**config.mk**
```make
export PLATFORM = sky130hd
export DESIGN_NAME = sliding_window_peak_picker
export DESIGN_NICKNAME = d
export VERILOG_FILES = /design/src/sv/swpp_pkg.sv /design/src/sv/swpp_front.sv /design/src/sv/swpp_fifo.sv /design/src/sv/swpp_back.sv /design/src/sv/sliding_window_peak_picker.sv
export VERILOG_INCLUDE_DIRS = /design/src /design/src/sv
export SDC_FILE = /design/constraint.sdc
export NUM_CORES = 2
export LEC_CHECK = 0
export BUFFER_PORTS_ARGS = -buffer_cell sky130_fd_sc_hd__buf_2
export CELL_PAD_IN_SITES_DETAIL_PLACEMENT = 0
export CELL_PAD_IN_SITES_GLOBAL_PLACEMENT = 1
export CORE_MARGIN = 4
export CORE_UTILIZATION = 45
export DETAILED_ROUTE_END_ITERATION = 7
export GPL_ROUTABILITY_DRIVEN = 0
export GPL_TIMING_DRIVEN = 0
export HOLD_SLACK_MARGIN = 0.1
export PLACE_DENSITY = 0.73
export SYNTH_ARGS = -nofsm -noshare
export SYNTH_HDL_FRONTEND = slang
export SYNTH_SLANG_ARGS = --single-unit
```
**constraint.sdc**
```tcl
create_clock -name clock -period 42.4 [get_ports clock]
set_input_delay 8.48 -clock clock [delete_from_list [all_inputs] [get_ports clock]]
set_output_delay 8.48 -clock clock [all_outputs]
set_load 0.02 [all_outputs]
```
**src/sv/sliding_window_peak_picker_defines.svh**
```systemverilog
// Assertion macros for the sliding window peak picker RTL.
// Define ASSERT_OFF to compile every check away.
`ifndef SLIDING_WINDOW_PEAK_PICKER_DEFINES_SVH
`define SLIDING_WINDOW_PEAK_PICKER_DEFINES_SVH

`ifndef ASSERT_OFF

// condition must hold at every clock edge out of reset
`define SWPP_ASSERT_ALWAYS(lbl, clk, rst, cond) \
   lbl: assert property (@(posedge clk) disable iff (rst) (cond)) \
      else $error("swpp assertion failed");

// antecedent implies consequent in the same cycle
`define SWPP_ASSERT_IMPL(lbl, clk, rst, ante, cons) \
   lbl: assert property (@(posedge clk) disable iff (rst) (ante) |-> (cons)) \
      else $error("swpp assertion failed");

// antecedent implies consequent in the cycle after
`define SWPP_ASSERT_NEXT(lbl, clk, rst, ante, cons) \
   lbl: assert property (@(posedge clk) disable iff (rst) (ante) |=> (cons)) \
      else $error("swpp assertion failed");

`else

`define SWPP_ASSERT_ALWAYS(lbl, clk, rst, cond)
`define SWPP_ASSERT_IMPL(lbl, clk, rst, ante, cons)
`define SWPP_ASSERT_NEXT(lbl, clk, rst, ante, cons)

`endif

`endif

```
**src/sv/swpp_pkg.sv**
```systemverilog
// Shared types and constants for the sliding window peak picker.
// No dependencies; used by every module of the block.
`timescale 1ns / 1ps

package swpp_pkg;

   // default sizing of the block
   localparam int DEF_MAX_WINDOW     = 63;
   localparam int DEF_MAX_SIGNAL     = 65536;
   localparam int DEF_MAX_PEAK_COUNT = 1024;
   localparam int DEF_SAMPLE_WIDTH   = 16;

   // fixed field widths
   localparam int SIG_LEN_W = 17;
   localparam int WIN_LEN_W = 6;
   localparam int LOC_W     = 17;
   localparam int CNT_W     = 11;

   // configuration registers
   localparam int CSR_DATA_W = 32;
   localparam int CSR_ADDR_W = 3;
   localparam logic CSR_SIGNAL_LENGTH = 1'b0;
   localparam logic CSR_WINDOW_LENGTH = 1'b1;
   localparam logic [SIG_LEN_W-1:0] SIG_LEN_RESET = SIG_LEN_W'(1024);
   localparam logic [WIN_LEN_W-1:0] WIN_LEN_RESET = WIN_LEN_W'(5);

   // result kinds
   localparam logic KIND_PEAK  = 1'b0;
   localparam logic KIND_COUNT = 1'b1;

   // depth of the queue between front and back
   localparam int QUEUE_DEPTH = 4;

   // per-request summary passed from front to back
   typedef struct packed {
      logic             check;      // full window present
      logic             above;      // centre strictly above its threshold
      logic             frame_end;  // last request of the frame
      logic [LOC_W-1:0] loc;        // 1-based location of the centre
   } item_type;

endpackage

```
**src/sv/swpp_front.sv**
```systemverilog
// Front end: window delay lines, frame index and the parallel window compare.
// Depends on swpp_pkg; feeds swpp_fifo.
`timescale 1ns / 1ps

module swpp_front #(
   parameter int MAX_WINDOW   = swpp_pkg::DEF_MAX_WINDOW,
   parameter int MAX_SIGNAL   = swpp_pkg::DEF_MAX_SIGNAL,
   parameter int SAMPLE_WIDTH = swpp_pkg::DEF_SAMPLE_WIDTH
) (
   input  logic                            clock,
   input  logic                            reset,
   input  logic [swpp_pkg::SIG_LEN_W-1:0]  signal_length,
   input  logic [swpp_pkg::WIN_LEN_W-1:0]  window_length,
   input  logic                            in_valid,
   output logic                            in_ready,
   input  logic signed [SAMPLE_WIDTH-1:0]  in_sample,
   input  logic signed [SAMPLE_WIDTH-1:0]  in_threshold,
   input  logic                            q_ready,
   output logic                            q_push,
   output swpp_pkg::item_type              q_item,
   output logic [MAX_WINDOW-1:0]           q_greater
);

   localparam int HALF    = MAX_WINDOW / 2 + 1;
   localparam int MIDW    = $clog2(HALF);
   localparam int WINW    = $clog2(MAX_WINDOW + 1);
   localparam int CW      = (WINW > swpp_pkg::WIN_LEN_W) ? WINW : swpp_pkg::WIN_LEN_W;
   localparam int MAX_ODD = (MAX_WINDOW % 2 == 1) ? MAX_WINDOW : MAX_WINDOW - 1;
   localparam int IDXW    = $clog2(MAX_SIGNAL + 1);
   localparam int LENW    = ((IDXW > swpp_pkg::SIG_LEN_W) ? IDXW : swpp_pkg::SIG_LEN_W) + 1;
   localparam int CMPW    = ((IDXW > CW) ? IDXW : CW) + 1;

   logic signed [SAMPLE_WIDTH-1:0] swin_ff [MAX_WINDOW];
   logic signed [SAMPLE_WIDTH-1:0] swin_in [MAX_WINDOW];
   logic signed [SAMPLE_WIDTH-1:0] thr_ff  [HALF];
   logic signed [SAMPLE_WIDTH-1:0] thr_in  [HALF];
   logic signed [SAMPLE_WIDTH-1:0] cand    [HALF];
   logic [IDXW-1:0]                idx_ff;
   logic [IDXW-1:0]                idx_in;

   logic [CW-1:0]                  w_raw;
   logic [CW-1:0]                  eff_w;
   logic [CW-1:0]                  mid_full;
   logic [MIDW-1:0]                mid;
   logic [LENW-1:0]                len_raw;
   logic [LENW-1:0]                eff_len;
   logic [LENW-1:0]                idx_next;
   logic [CMPW-1:0]                loc_w;
   logic [CMPW+swpp_pkg::LOC_W-1:0] loc_ext;
   logic signed [SAMPLE_WIDTH-1:0] centre;
   logic signed [SAMPLE_WIDTH-1:0] centre_thr;
   logic                           frame_end;
   logic                           take;

   assign in_ready = q_ready;
   assign take     = in_valid & q_ready;
   assign q_push   = take;

   // effective window size and its centre tap
   always_comb begin
      w_raw    = CW'(window_length) | CW'(1);
      eff_w    = (w_raw > CW'(MAX_ODD)) ? CW'(MAX_ODD) : w_raw;
      mid_full = eff_w >> 1;
      mid      = mid_full[MIDW-1:0];
   end

   // effective frame length and end of frame
   always_comb begin
      len_raw = LENW'(signal_length);
      if (len_raw == '0) begin
         eff_len = LENW'(1);
      end else if (len_raw > LENW'(MAX_SIGNAL)) begin
         eff_len = LENW'(MAX_SIGNAL);
      end else begin
         eff_len = len_raw;
      end
      idx_next  = LENW'(idx_ff) + LENW'(1);
      frame_end = (idx_next >= eff_len);
      idx_in    = frame_end ? '0 : idx_next[IDXW-1:0];
   end

   // delay lines after the shift of this request
   always_comb begin
      swin_in[0] = in_sample;
      for (int i = 1; i < MAX_WINDOW; i++) begin
         swin_in[i] = swin_ff[i-1];
      end
      thr_in[0] = in_threshold;
      for (int i = 1; i < HALF; i++) begin
         thr_in[i] = thr_ff[i-1];
      end
      for (int i = 0; i < HALF; i++) begin
         cand[i] = swin_in[i];
      end
   end

   assign centre     = cand[mid];
   assign centre_thr = thr_in[mid];

   // parallel compare against the centre, masked to the active window
   always_comb begin
      for (int i = 0; i < MAX_WINDOW; i++) begin
         q_greater[i] = (swin_in[i] > centre) && (CW'(i) < eff_w) && (CW'(i) != mid_full);
      end
   end

   // request summary
   always_comb begin
      loc_w            = CMPW'(idx_ff) - CMPW'(mid_full) + CMPW'(1);
      loc_ext          = {{swpp_pkg::LOC_W{1'b0}}, loc_w};
      q_item.check     = (CMPW'(idx_ff) >= (CMPW'(eff_w) - CMPW'(1)));
      q_item.above     = (centre > centre_thr);
      q_item.frame_end = frame_end;
      q_item.loc       = loc_ext[swpp_pkg::LOC_W-1:0];
   end

   // window and index registers, cleared at reset and at each frame end
   always_ff @(posedge clock) begin
      if (reset) begin
         idx_ff <= '0;
         for (int i = 0; i < MAX_WINDOW; i++) swin_ff[i] <= '0;
         for (int i = 0; i < HALF; i++) thr_ff[i] <= '0;
      end else if (take) begin
         idx_ff <= idx_in;
         for (int i = 0; i < MAX_WINDOW; i++) begin
            swin_ff[i] <= frame_end ? '0 : swin_in[i];
         end
         for (int i = 0; i < HALF; i++) begin
            thr_ff[i] <= frame_end ? '0 : thr_in[i];
         end
      end
   end

endmodule

```
**src/sv/swpp_fifo.sv**
```systemverilog
// Short queue of request summaries between the front and back ends.
// Depends on swpp_pkg and the assertion macro header.
`timescale 1ns / 1ps
`include "sliding_window_peak_picker_defines.svh"

module swpp_fifo #(
   parameter int WIDTH = 8,
   parameter int DEPTH = swpp_pkg::QUEUE_DEPTH
) (
   input  logic             clock,
   input  logic             reset,
   input  logic             wr_valid,
   output logic             wr_ready,
   input  logic [WIDTH-1:0] wr_data,
   output logic             rd_valid,
   input  logic             rd_pop,
   output logic [WIDTH-1:0] rd_data
);

   localparam int PW = $clog2(DEPTH);
   localparam int CNW = $clog2(DEPTH + 1);

   logic [WIDTH-1:0] mem_ff [DEPTH];
   logic [PW-1:0]    wr_ptr_ff;
   logic [PW-1:0]    rd_ptr_ff;
   logic [CNW-1:0]   count_ff;
   logic [CNW-1:0]   count_in;
   logic             push;
   logic             pop;

   assign wr_ready = (count_ff != CNW'(DEPTH));
   assign rd_valid = (count_ff != '0);
   assign rd_data  = mem_ff[rd_ptr_ff];
   assign push     = wr_valid & wr_ready;
   assign pop      = rd_pop & rd_valid;

   // occupancy
   always_comb begin
      case ({push, pop})
         2'b10:   count_in = count_ff + CNW'(1);
         2'b01:   count_in = count_ff - CNW'(1);
         default: count_in = count_ff;
      endcase
   end

   // pointers and occupancy
   always_ff @(posedge clock) begin
      if (reset) begin
         wr_ptr_ff <= '0;
         rd_ptr_ff <= '0;
         count_ff  <= '0;
      end else begin
         if (push) wr_ptr_ff <= wr_ptr_ff + PW'(1);
         if (pop) rd_ptr_ff <= rd_ptr_ff + PW'(1);
         count_ff <= count_in;
      end
   end

   // storage
   always_ff @(posedge clock) begin
      if (push) mem_ff[wr_ptr_ff] <= wr_data;
   end

   `SWPP_ASSERT_ALWAYS(a_count_range, clock, reset, count_ff <= CNW'(DEPTH))
   `SWPP_ASSERT_NEXT(a_push_grows, clock, reset, push && !pop, count_ff == $past(count_ff) + CNW'(1))
   `SWPP_ASSERT_ALWAYS(a_ptr_gap, clock, reset, PW'(wr_ptr_ff - rd_ptr_ff) == count_ff[PW-1:0])

endmodule

```
**src/sv/swpp_back.sv**
```systemverilog
// Back end: window reduction, peak limit, frame count and result register.
// Depends on swpp_pkg; takes request summaries from swpp_fifo.
`timescale 1ns / 1ps
`include "sliding_window_peak_picker_defines.svh"

module swpp_back #(
   parameter int MAX_WINDOW     = swpp_pkg::DEF_MAX_WINDOW,
   parameter int MAX_PEAK_COUNT = swpp_pkg::DEF_MAX_PEAK_COUNT
) (
   input  logic                         clock,
   input  logic                         reset,
   input  logic                         head_valid,
   input  swpp_pkg::item_type           head_item,
   input  logic [MAX_WINDOW-1:0]        head_greater,
   output logic                         head_pop,
   output logic                         rsp_valid,
   input  logic                         rsp_ready,
   output logic                         rsp_kind,
   output logic [swpp_pkg::LOC_W-1:0]   rsp_location,
   output logic [swpp_pkg::CNT_W-1:0]   rsp_count,
   output logic                         rsp_last
);

   localparam int PCW = $clog2(MAX_PEAK_COUNT + 1);

   logic [PCW-1:0]                 peaks_ff;
   logic [PCW-1:0]                 peaks_in;
   logic                           peak_done_ff;
   logic                           peak_done_in;
   logic                           valid_ff;
   logic                           valid_in;
   logic                           kind_ff;
   logic [swpp_pkg::LOC_W-1:0]     loc_ff;
   logic [swpp_pkg::CNT_W-1:0]     cnt_ff;
   logic                           load_peak;
   logic                           load_count;
   logic                           is_peak;
   logic                           can_load;
   logic [PCW+swpp_pkg::CNT_W-1:0] cnt_ext;

   assign rsp_valid    = valid_ff;
   assign rsp_kind     = kind_ff;
   assign rsp_location = loc_ff;
   assign rsp_count    = cnt_ff;
   assign rsp_last     = (kind_ff == swpp_pkg::KIND_COUNT);

   assign can_load = !valid_ff || rsp_ready;
   assign cnt_ext  = {{swpp_pkg::CNT_W{1'b0}}, peaks_ff};

   // peak decision for the request at the head of the queue
   assign is_peak = head_item.check && head_item.above && !(|head_greater) &&
                    (peaks_ff < PCW'(MAX_PEAK_COUNT));

   // result sequencing: peak first, then the frame count
   always_comb begin
      load_peak    = 1'b0;
      load_count   = 1'b0;
      head_pop     = 1'b0;
      peaks_in     = peaks_ff;
      peak_done_in = peak_done_ff;
      valid_in     = valid_ff && !rsp_ready;
      if (head_valid) begin
         if (is_peak && !peak_done_ff) begin
            if (can_load) begin
               load_peak = 1'b1;
               valid_in  = 1'b1;
               peaks_in  = peaks_ff + PCW'(1);
               if (head_item.frame_end) begin
                  peak_done_in = 1'b1;
               end else begin
                  head_pop = 1'b1;
               end
            end
         end else if (head_item.frame_end) begin
            if (can_load) begin
               load_count   = 1'b1;
               valid_in     = 1'b1;
               head_pop     = 1'b1;
               peaks_in     = '0;
               peak_done_in = 1'b0;
            end
         end else begin
            head_pop     = 1'b1;
            peak_done_in = 1'b0;
         end
      end
   end

   // control state
   always_ff @(posedge clock) begin
      if (reset) begin
         peaks_ff     <= '0;
         peak_done_ff <= 1'b0;
         valid_ff     <= 1'b0;
      end else begin
         peaks_ff     <= peaks_in;
         peak_done_ff <= peak_done_in;
         valid_ff     <= valid_in;
      end
   end

   // result payload
   always_ff @(posedge clock) begin
      if (load_peak) begin
         kind_ff <= swpp_pkg::KIND_PEAK;
         loc_ff  <= head_item.loc;
         cnt_ff  <= '0;
      end else if (load_count) begin
         kind_ff <= swpp_pkg::KIND_COUNT;
         loc_ff  <= '0;
         cnt_ff  <= cnt_ext[swpp_pkg::CNT_W-1:0];
      end
   end

   `SWPP_ASSERT_ALWAYS(a_peak_limit, clock, reset, peaks_ff <= PCW'(MAX_PEAK_COUNT))
   `SWPP_ASSERT_IMPL(a_done_has_head, clock, reset, peak_done_ff, head_valid && head_item.frame_end)
   `SWPP_ASSERT_NEXT(a_count_clears, clock, reset, load_count, peaks_ff == '0)

endmodule

```
**src/sv/sliding_window_peak_picker.sv**
```systemverilog
// Sliding window peak picker: streaming local-maximum peak detector.
// Request channel req_*: one correlation sample and its threshold per request.
// Response channel rsp_*: peak location results (tuser 0) and, at the end of
// each frame, one peak count result (tuser 1) marked with tlast.
// csr_*: register 0 signal_length at 0x0, register 1 window_length at 0x4.
// Throughput: one request per cycle while the queue has room; a request that
// yields both a peak and the frame count stays at the head of the four-entry
// queue between the compare stage and the result stage until both results
// are loaded. The queue absorbs occasional ones; a steady run lowers the rate.
// A taken request is written into the queue, then decided at its head and its
// result registered in the result register; a count follows its request's peak.
// The window compare of all taps runs in the cycle the request is taken.
// Reset: synchronous; clears the delay lines, frame index, peak count, queue
// and result valid flag, and loads signal_length 1024 and window_length 5.
// Back-pressure: while rsp_tready is low the result register holds; requests
// keep flowing into the queue until it fills, then req_tready drops.
// Depends on swpp_pkg, swpp_front, swpp_fifo, swpp_back.
`timescale 1ns / 1ps

module sliding_window_peak_picker #(
   parameter int MAX_WINDOW     = swpp_pkg::DEF_MAX_WINDOW,
   parameter int MAX_SIGNAL     = swpp_pkg::DEF_MAX_SIGNAL,
   parameter int MAX_PEAK_COUNT = swpp_pkg::DEF_MAX_PEAK_COUNT,
   parameter int SAMPLE_WIDTH   = swpp_pkg::DEF_SAMPLE_WIDTH,
   localparam int REQ_W         = ((2 * SAMPLE_WIDTH + 7) / 8) * 8
) (
   input  logic                              clock,
   input  logic                              reset,
   // request stream
   input  logic                              req_tvalid,
   output logic                              req_tready,
   input  logic [REQ_W-1:0]                  req_tdata,  // sample, threshold
   // response stream
   output logic                              rsp_tvalid,
   input  logic                              rsp_tready,
   output logic [31:0]                       rsp_tdata,  // peak_location, peak_count
   output logic                              rsp_tuser,  // result_kind
   output logic                              rsp_tlast,
   // register port
   input  logic                              csr_psel,
   input  logic                              csr_penable,
   input  logic                              csr_pwrite,
   input  logic [swpp_pkg::CSR_ADDR_W-1:0]   csr_paddr,
   input  logic [swpp_pkg::CSR_DATA_W-1:0]   csr_pwdata,
   output logic [swpp_pkg::CSR_DATA_W-1:0]   csr_prdata,
   output logic                              csr_pready
);

   localparam int ITEM_W = $bits(swpp_pkg::item_type);
   localparam int Q_W    = ITEM_W + MAX_WINDOW;
   localparam int PAD_W  = 32 - swpp_pkg::LOC_W - swpp_pkg::CNT_W;

   logic [swpp_pkg::SIG_LEN_W-1:0] sig_len_ff;
   logic [swpp_pkg::WIN_LEN_W-1:0] win_len_ff;
   logic                           csr_wr;
   logic                           csr_sel;

   logic                           q_ready;
   logic                           q_push;
   swpp_pkg::item_type             q_item;
   logic [MAX_WINDOW-1:0]          q_greater;
   logic                           head_valid;
   logic                           head_pop;
   logic [Q_W-1:0]                 head_data;
   swpp_pkg::item_type             head_item;
   logic [MAX_WINDOW-1:0]          head_greater;

   logic                           rsp_kind;
   logic [swpp_pkg::LOC_W-1:0]     rsp_location;
   logic [swpp_pkg::CNT_W-1:0]     rsp_count;

   // register port
   assign csr_pready = 1'b1;
   assign csr_sel    = csr_paddr[2];
   assign csr_wr     = csr_psel && csr_penable && csr_pwrite && csr_pready;

   always_ff @(posedge clock) begin
      if (reset) begin
         sig_len_ff <= swpp_pkg::SIG_LEN_RESET;
         win_len_ff <= swpp_pkg::WIN_LEN_RESET;
      end else if (csr_wr) begin
         unique case (csr_sel)
            swpp_pkg::CSR_SIGNAL_LENGTH: sig_len_ff <= csr_pwdata[swpp_pkg::SIG_LEN_W-1:0];
            swpp_pkg::CSR_WINDOW_LENGTH: win_len_ff <= csr_pwdata[swpp_pkg::WIN_LEN_W-1:0];
            default: ;
         endcase
      end
   end

   always_comb begin
      unique case (csr_sel)
         swpp_pkg::CSR_SIGNAL_LENGTH: csr_prdata = swpp_pkg::CSR_DATA_W'(sig_len_ff);
         swpp_pkg::CSR_WINDOW_LENGTH: csr_prdata = swpp_pkg::CSR_DATA_W'(win_len_ff);
         default:                     csr_prdata = '0;
      endcase
   end

   // front end: delay lines and window compare
   swpp_front #(
      .MAX_WINDOW   (MAX_WINDOW),
      .MAX_SIGNAL   (MAX_SIGNAL),
      .SAMPLE_WIDTH (SAMPLE_WIDTH)
   ) u_front (
      .clock         (clock),
      .reset         (reset),
      .signal_length (sig_len_ff),
      .window_length (win_len_ff),
      .in_valid      (req_tvalid),
      .in_ready      (req_tready),
      .in_sample     (req_tdata[SAMPLE_WIDTH-1:0]),
      .in_threshold  (req_tdata[2*SAMPLE_WIDTH-1:SAMPLE_WIDTH]),
      .q_ready       (q_ready),
      .q_push        (q_push),
      .q_item        (q_item),
      .q_greater     (q_greater)
   );

   // queue between front and back
   swpp_fifo #(
      .WIDTH (Q_W),
      .DEPTH (swpp_pkg::QUEUE_DEPTH)
   ) u_fifo (
      .clock    (clock),
      .reset    (reset),
      .wr_valid (q_push),
      .wr_ready (q_ready),
      .wr_data  ({q_item, q_greater}),
      .rd_valid (head_valid),
      .rd_pop   (head_pop),
      .rd_data  (head_data)
   );

   assign head_item    = swpp_pkg::item_type'(head_data[Q_W-1:MAX_WINDOW]);
   assign head_greater = head_data[MAX_WINDOW-1:0];

   // back end: peak decision and results
   swpp_back #(
      .MAX_WINDOW     (MAX_WINDOW),
      .MAX_PEAK_COUNT (MAX_PEAK_COUNT)
   ) u_back (
      .clock        (clock),
      .reset        (reset),
      .head_valid   (head_valid),
      .head_item    (head_item),
      .head_greater (head_greater),
      .head_pop     (head_pop),
      .rsp_valid    (rsp_tvalid),
      .rsp_ready    (rsp_tready),
      .rsp_kind     (rsp_kind),
      .rsp_location (rsp_location),
      .rsp_count    (rsp_count),
      .rsp_last     (rsp_tlast)
   );

   // response packing
   assign rsp_tuser = rsp_kind;
   assign rsp_tdata = {{PAD_W{1'b0}}, rsp_count, rsp_location};

endmodule
```
==> metrics.txt <==
Synth Instances 7794; Wirelength per Cell 27.79 um; initial antenna violation count 15; failing checks max-capacitance violations, max-slew violations; Die W 488.6 um; setup TNS 0 ns; YS warnings 0; WHS Path Cells 2; CP startpoint kind input pin; DR pass1 iterations 8; Min-Delay Endpoint u_back.rsp_count[9]; placed cells 10980; Die Ht 488.6 um; Max Cap Viol 3; outcome complete, but fails checks; share of post-route cells with drive strength above 1 0.1213; Avg Inst Size Synth 13.34 sq um; largest family of logic cells by synthesized area simple AND/OR/NAND/NOR gates; Avg Vias per Cell 6.262; postcts setup bufs 0; Root Driver clkbuf_16; DP HPWL 230.3 mm; Layout Nets 9328; final setup fails 0; distinct cell type count after synthesis 89; Critical Path AT 10.42 ns; num rows 176; Compound-Gate Fraction of Synth Area 0.06536; max-slew violations 11; Slew headroom -0.01059; minimum clock period 18.90 ns; vias 71200; first-pass GRT wire length 464.4 mm; post-detailed-route count of antenna-violating nets 0; GRT overflow 0; final worst-path cycle share 0.4458; number of port buffers 105; CTS Buf Count 206; Final WS setup 23.50 ns; Core Footprint 229900 sq um; Worst Clk Skew 0.04696 ns; clock slew at reported path FFs 0.06 ns; reg-to-reg slack, setup 34.55 ns; number of clock sinks 1911; RR Endpoint u_fifo.mem_ff[3][18]; final count of hold timing violations 0; RSZ-0062 raised after global routing false; Crit Reg-Reg Startpoint win_len_ff[1]; TritonCTS clock tree built; power per cell area 51.78 nW/um^2; simple-gate share of the synthesized area 0.1490; hold crit path type reg2reg; Seq/Total Area, Yosys 0.5449; post-synthesis mux area share 0.07600; Syn Std Cell Area 103900 sq um; Post-synth ARST share 0; Post-CTS Hold Buffers 0; largest net degree at the start of global routing 140; Setup WS pre-CTS 23.49 ns; clock latency on the worst-skew pair 0.86 ns; FMAX 52.90 MHz; VDD IR max 0.03755 mV; leading register cell type out of synthesis edfxtp_1; # H-tree levels 4; Initial Util 0.4522; Worst Max-Slew Pin Slew 1.516 ns; number of synthesized flops with an enable pin 1837; WP data required 33.92 ns; Synth-to-Final Area Change 11.67%; Worst Path Max Fanout 10; post-cts resize count 0; endpoint class of the critical path primary output; Max Root-Sink Buffers 3; Total GRT Usage 0.2606; die area 238800 sq um; final WL 316.0 mm; Yosys reg bits 1911; Post-Synth XOR/XNOR Area 0.002359; Setup CP Type in2out; adder-cell share of the synthesized area 0.1316; reg2reg path depth 17; final std cells w/o fill 11370; LEAKAGE 50.76 nW; drt first-iter violations 8268; worst hold start u_back.rsp_count[9]; # DRC 0; number of global-route vias before repair 69810; I/O pin count 143
[metrics by stage]
step	instance area, sq um	utilization	hold slack (ns)	power (mW)
after floorplan	104000	-	0.4353	3.764
after global placement	108300	0.4712	0.4716	4.323
after detailed placement	109300	0.4756	0.4882	4.185
after CTS	116100	0.5048	0.4949	6.017
after global routing	116100	0.5049	0.5109	6.307
final	116100	0.5049	0.4886	6.011
[layout by cell type, fill, tap and decap left out, types with 26 or more instances in the layout]
cell / instances
nor3_1: 48
nor4_1: 73
nor2b_1: 153
a21o_1: 251
dfxtp_1: 74
a21oi_1: 318
clkbuf_1: 323
o21a_1: 75
buf_6: 66
edfxtp_1: 1837
nand4_1: 247
nand3_1: 48
and3_1: 1441
o21ai_0: 176
clkinv_1: 49
buf_2: 178
buf_16: 26
a31oi_1: 32
a211oi_1: 27
clkbuf_16: 208
nand2b_1: 37
ha_1: 1090
mux4_2: 338
clkinv_2: 35
inv_1: 159
nand2_1: 229
nor2_1: 317
buf_4: 27
[Yosys cell counts (all sizes together), types with 9 or more instances]
library cell,count,area share
nand2,231,0.0084
and3,1445,0.087
clkbuf,281,0.010
o31ai,20,0.0016
buf,189,0.014
or3,11,0.00066
mux2i,22,0.0021
o21bai,11,0.00079
a2111oi,9,0.00076
o22ai,11,0.00066
o21ai,182,0.0088
a21o,251,0.018
a32oi,10,0.00084
o211ai,19,0.0014
and4,11,0.00093
dfxtp,74,0.014
nand3,50,0.0025
nor3b,9,0.00065
a211o,10,0.00084
edfxtp,1837,0.53
nand2b,37,0.0022
ha,1090,0.13
nand4,247,0.015
xnor2,20,0.0017
nor3,56,0.0031
inv,178,0.0064
o21a,75,0.0054
a31oi,33,0.0020
a211oi,32,0.0024
a21oi,319,0.015
nor2b,153,0.0092
nor2,319,0.012
nor4,74,0.0045
nor4b,15,0.0013
mux4,338,0.073
[sequential cells by signal, summed over array words and instances (netlist names), 2 cells and up, named ones only]
register,flops
u_front.swin_ff,992
u_front.thr_ff,496
u_fifo.mem_ff,332
sig_len_ff,17
u_back.rsp_location,17
u_front.idx_ff,17
u_back.peaks_ff,11
u_back.rsp_count,11
win_len_ff,6
u_fifo.count_ff,3
u_fifo.rd_ptr_ff,2
u_fifo.wr_ptr_ff,2
[routing by layer]
layer | vias up | wire length (um) | GRT usage
met5 | - | 24 | 0
met4 | 4 | 12680 | 0.09669
met3 | 592 | 26420 | 0.04834
met2 | 3140 | 143700 | 0.4080
met1 | 35890 | 133200 | 0.3627
li1 | 31570 | - | -
[power by group]
part | internal [mW] | switching [mW]
clock network | 1.05 | 0.776
registers | 2.44 | 0.206
logic | 0.633 | 0.905
total | 4.12 | 1.89
[logic make-up after synthesis]
| group | after synthesis |
|---|---|
| simple gates | 2688 |
| flops | 1911 |
| fa+ha+maj | 1092 |
| compound gates | 1055 |
| buf+inv | 652 |
| mux | 366 |
| xor+xnor | 28 |
| other cells | 2 |
[how the worst max path moves through the flow]
stage / start / end / slack [ns] / cells after the start
4_1_cts: csr_paddr[2] / csr_prdata[0] / 23.49 / 5
6_report: csr_paddr[2] / csr_prdata[0] / 23.50 / 5
2_1_floorplan: reset / u_front.swin_ff[0][0] / 3.01 / 4
5_1_grt: csr_paddr[2] / csr_prdata[0] / 23.44 / 5
3_5_place_dp: csr_paddr[2] / csr_prdata[0] / 23.49 / 5
3_3_place_gp: reset / u_front.swin_ff[0][236] / -10.08 / 5
[layout make-up]
cell class | count | area (sq um)
Inverter | 182 | 728.2
Fill cell | 19670 | 113800
Buffer | 470 | 2512
Tap cell | 3026 | 3786
Sequential cell | 1911 | 56640
Multi-Input combinational cell | 5249 | 44250
Clock buffer | 258 | 5413
Clock inverter | 124 | 1306
Timing Repair Buffer | 142 | 1423
Antenna cell | 8 | 20.02
[worst max-delay path, cell delays in order]
cell and delay, ns:
buf_2 0.11, clkbuf_1 0.30, buf_1 0.32, o21ai_0 0.89
buf_2 0.32
Power figures use the tool's default switching activity.
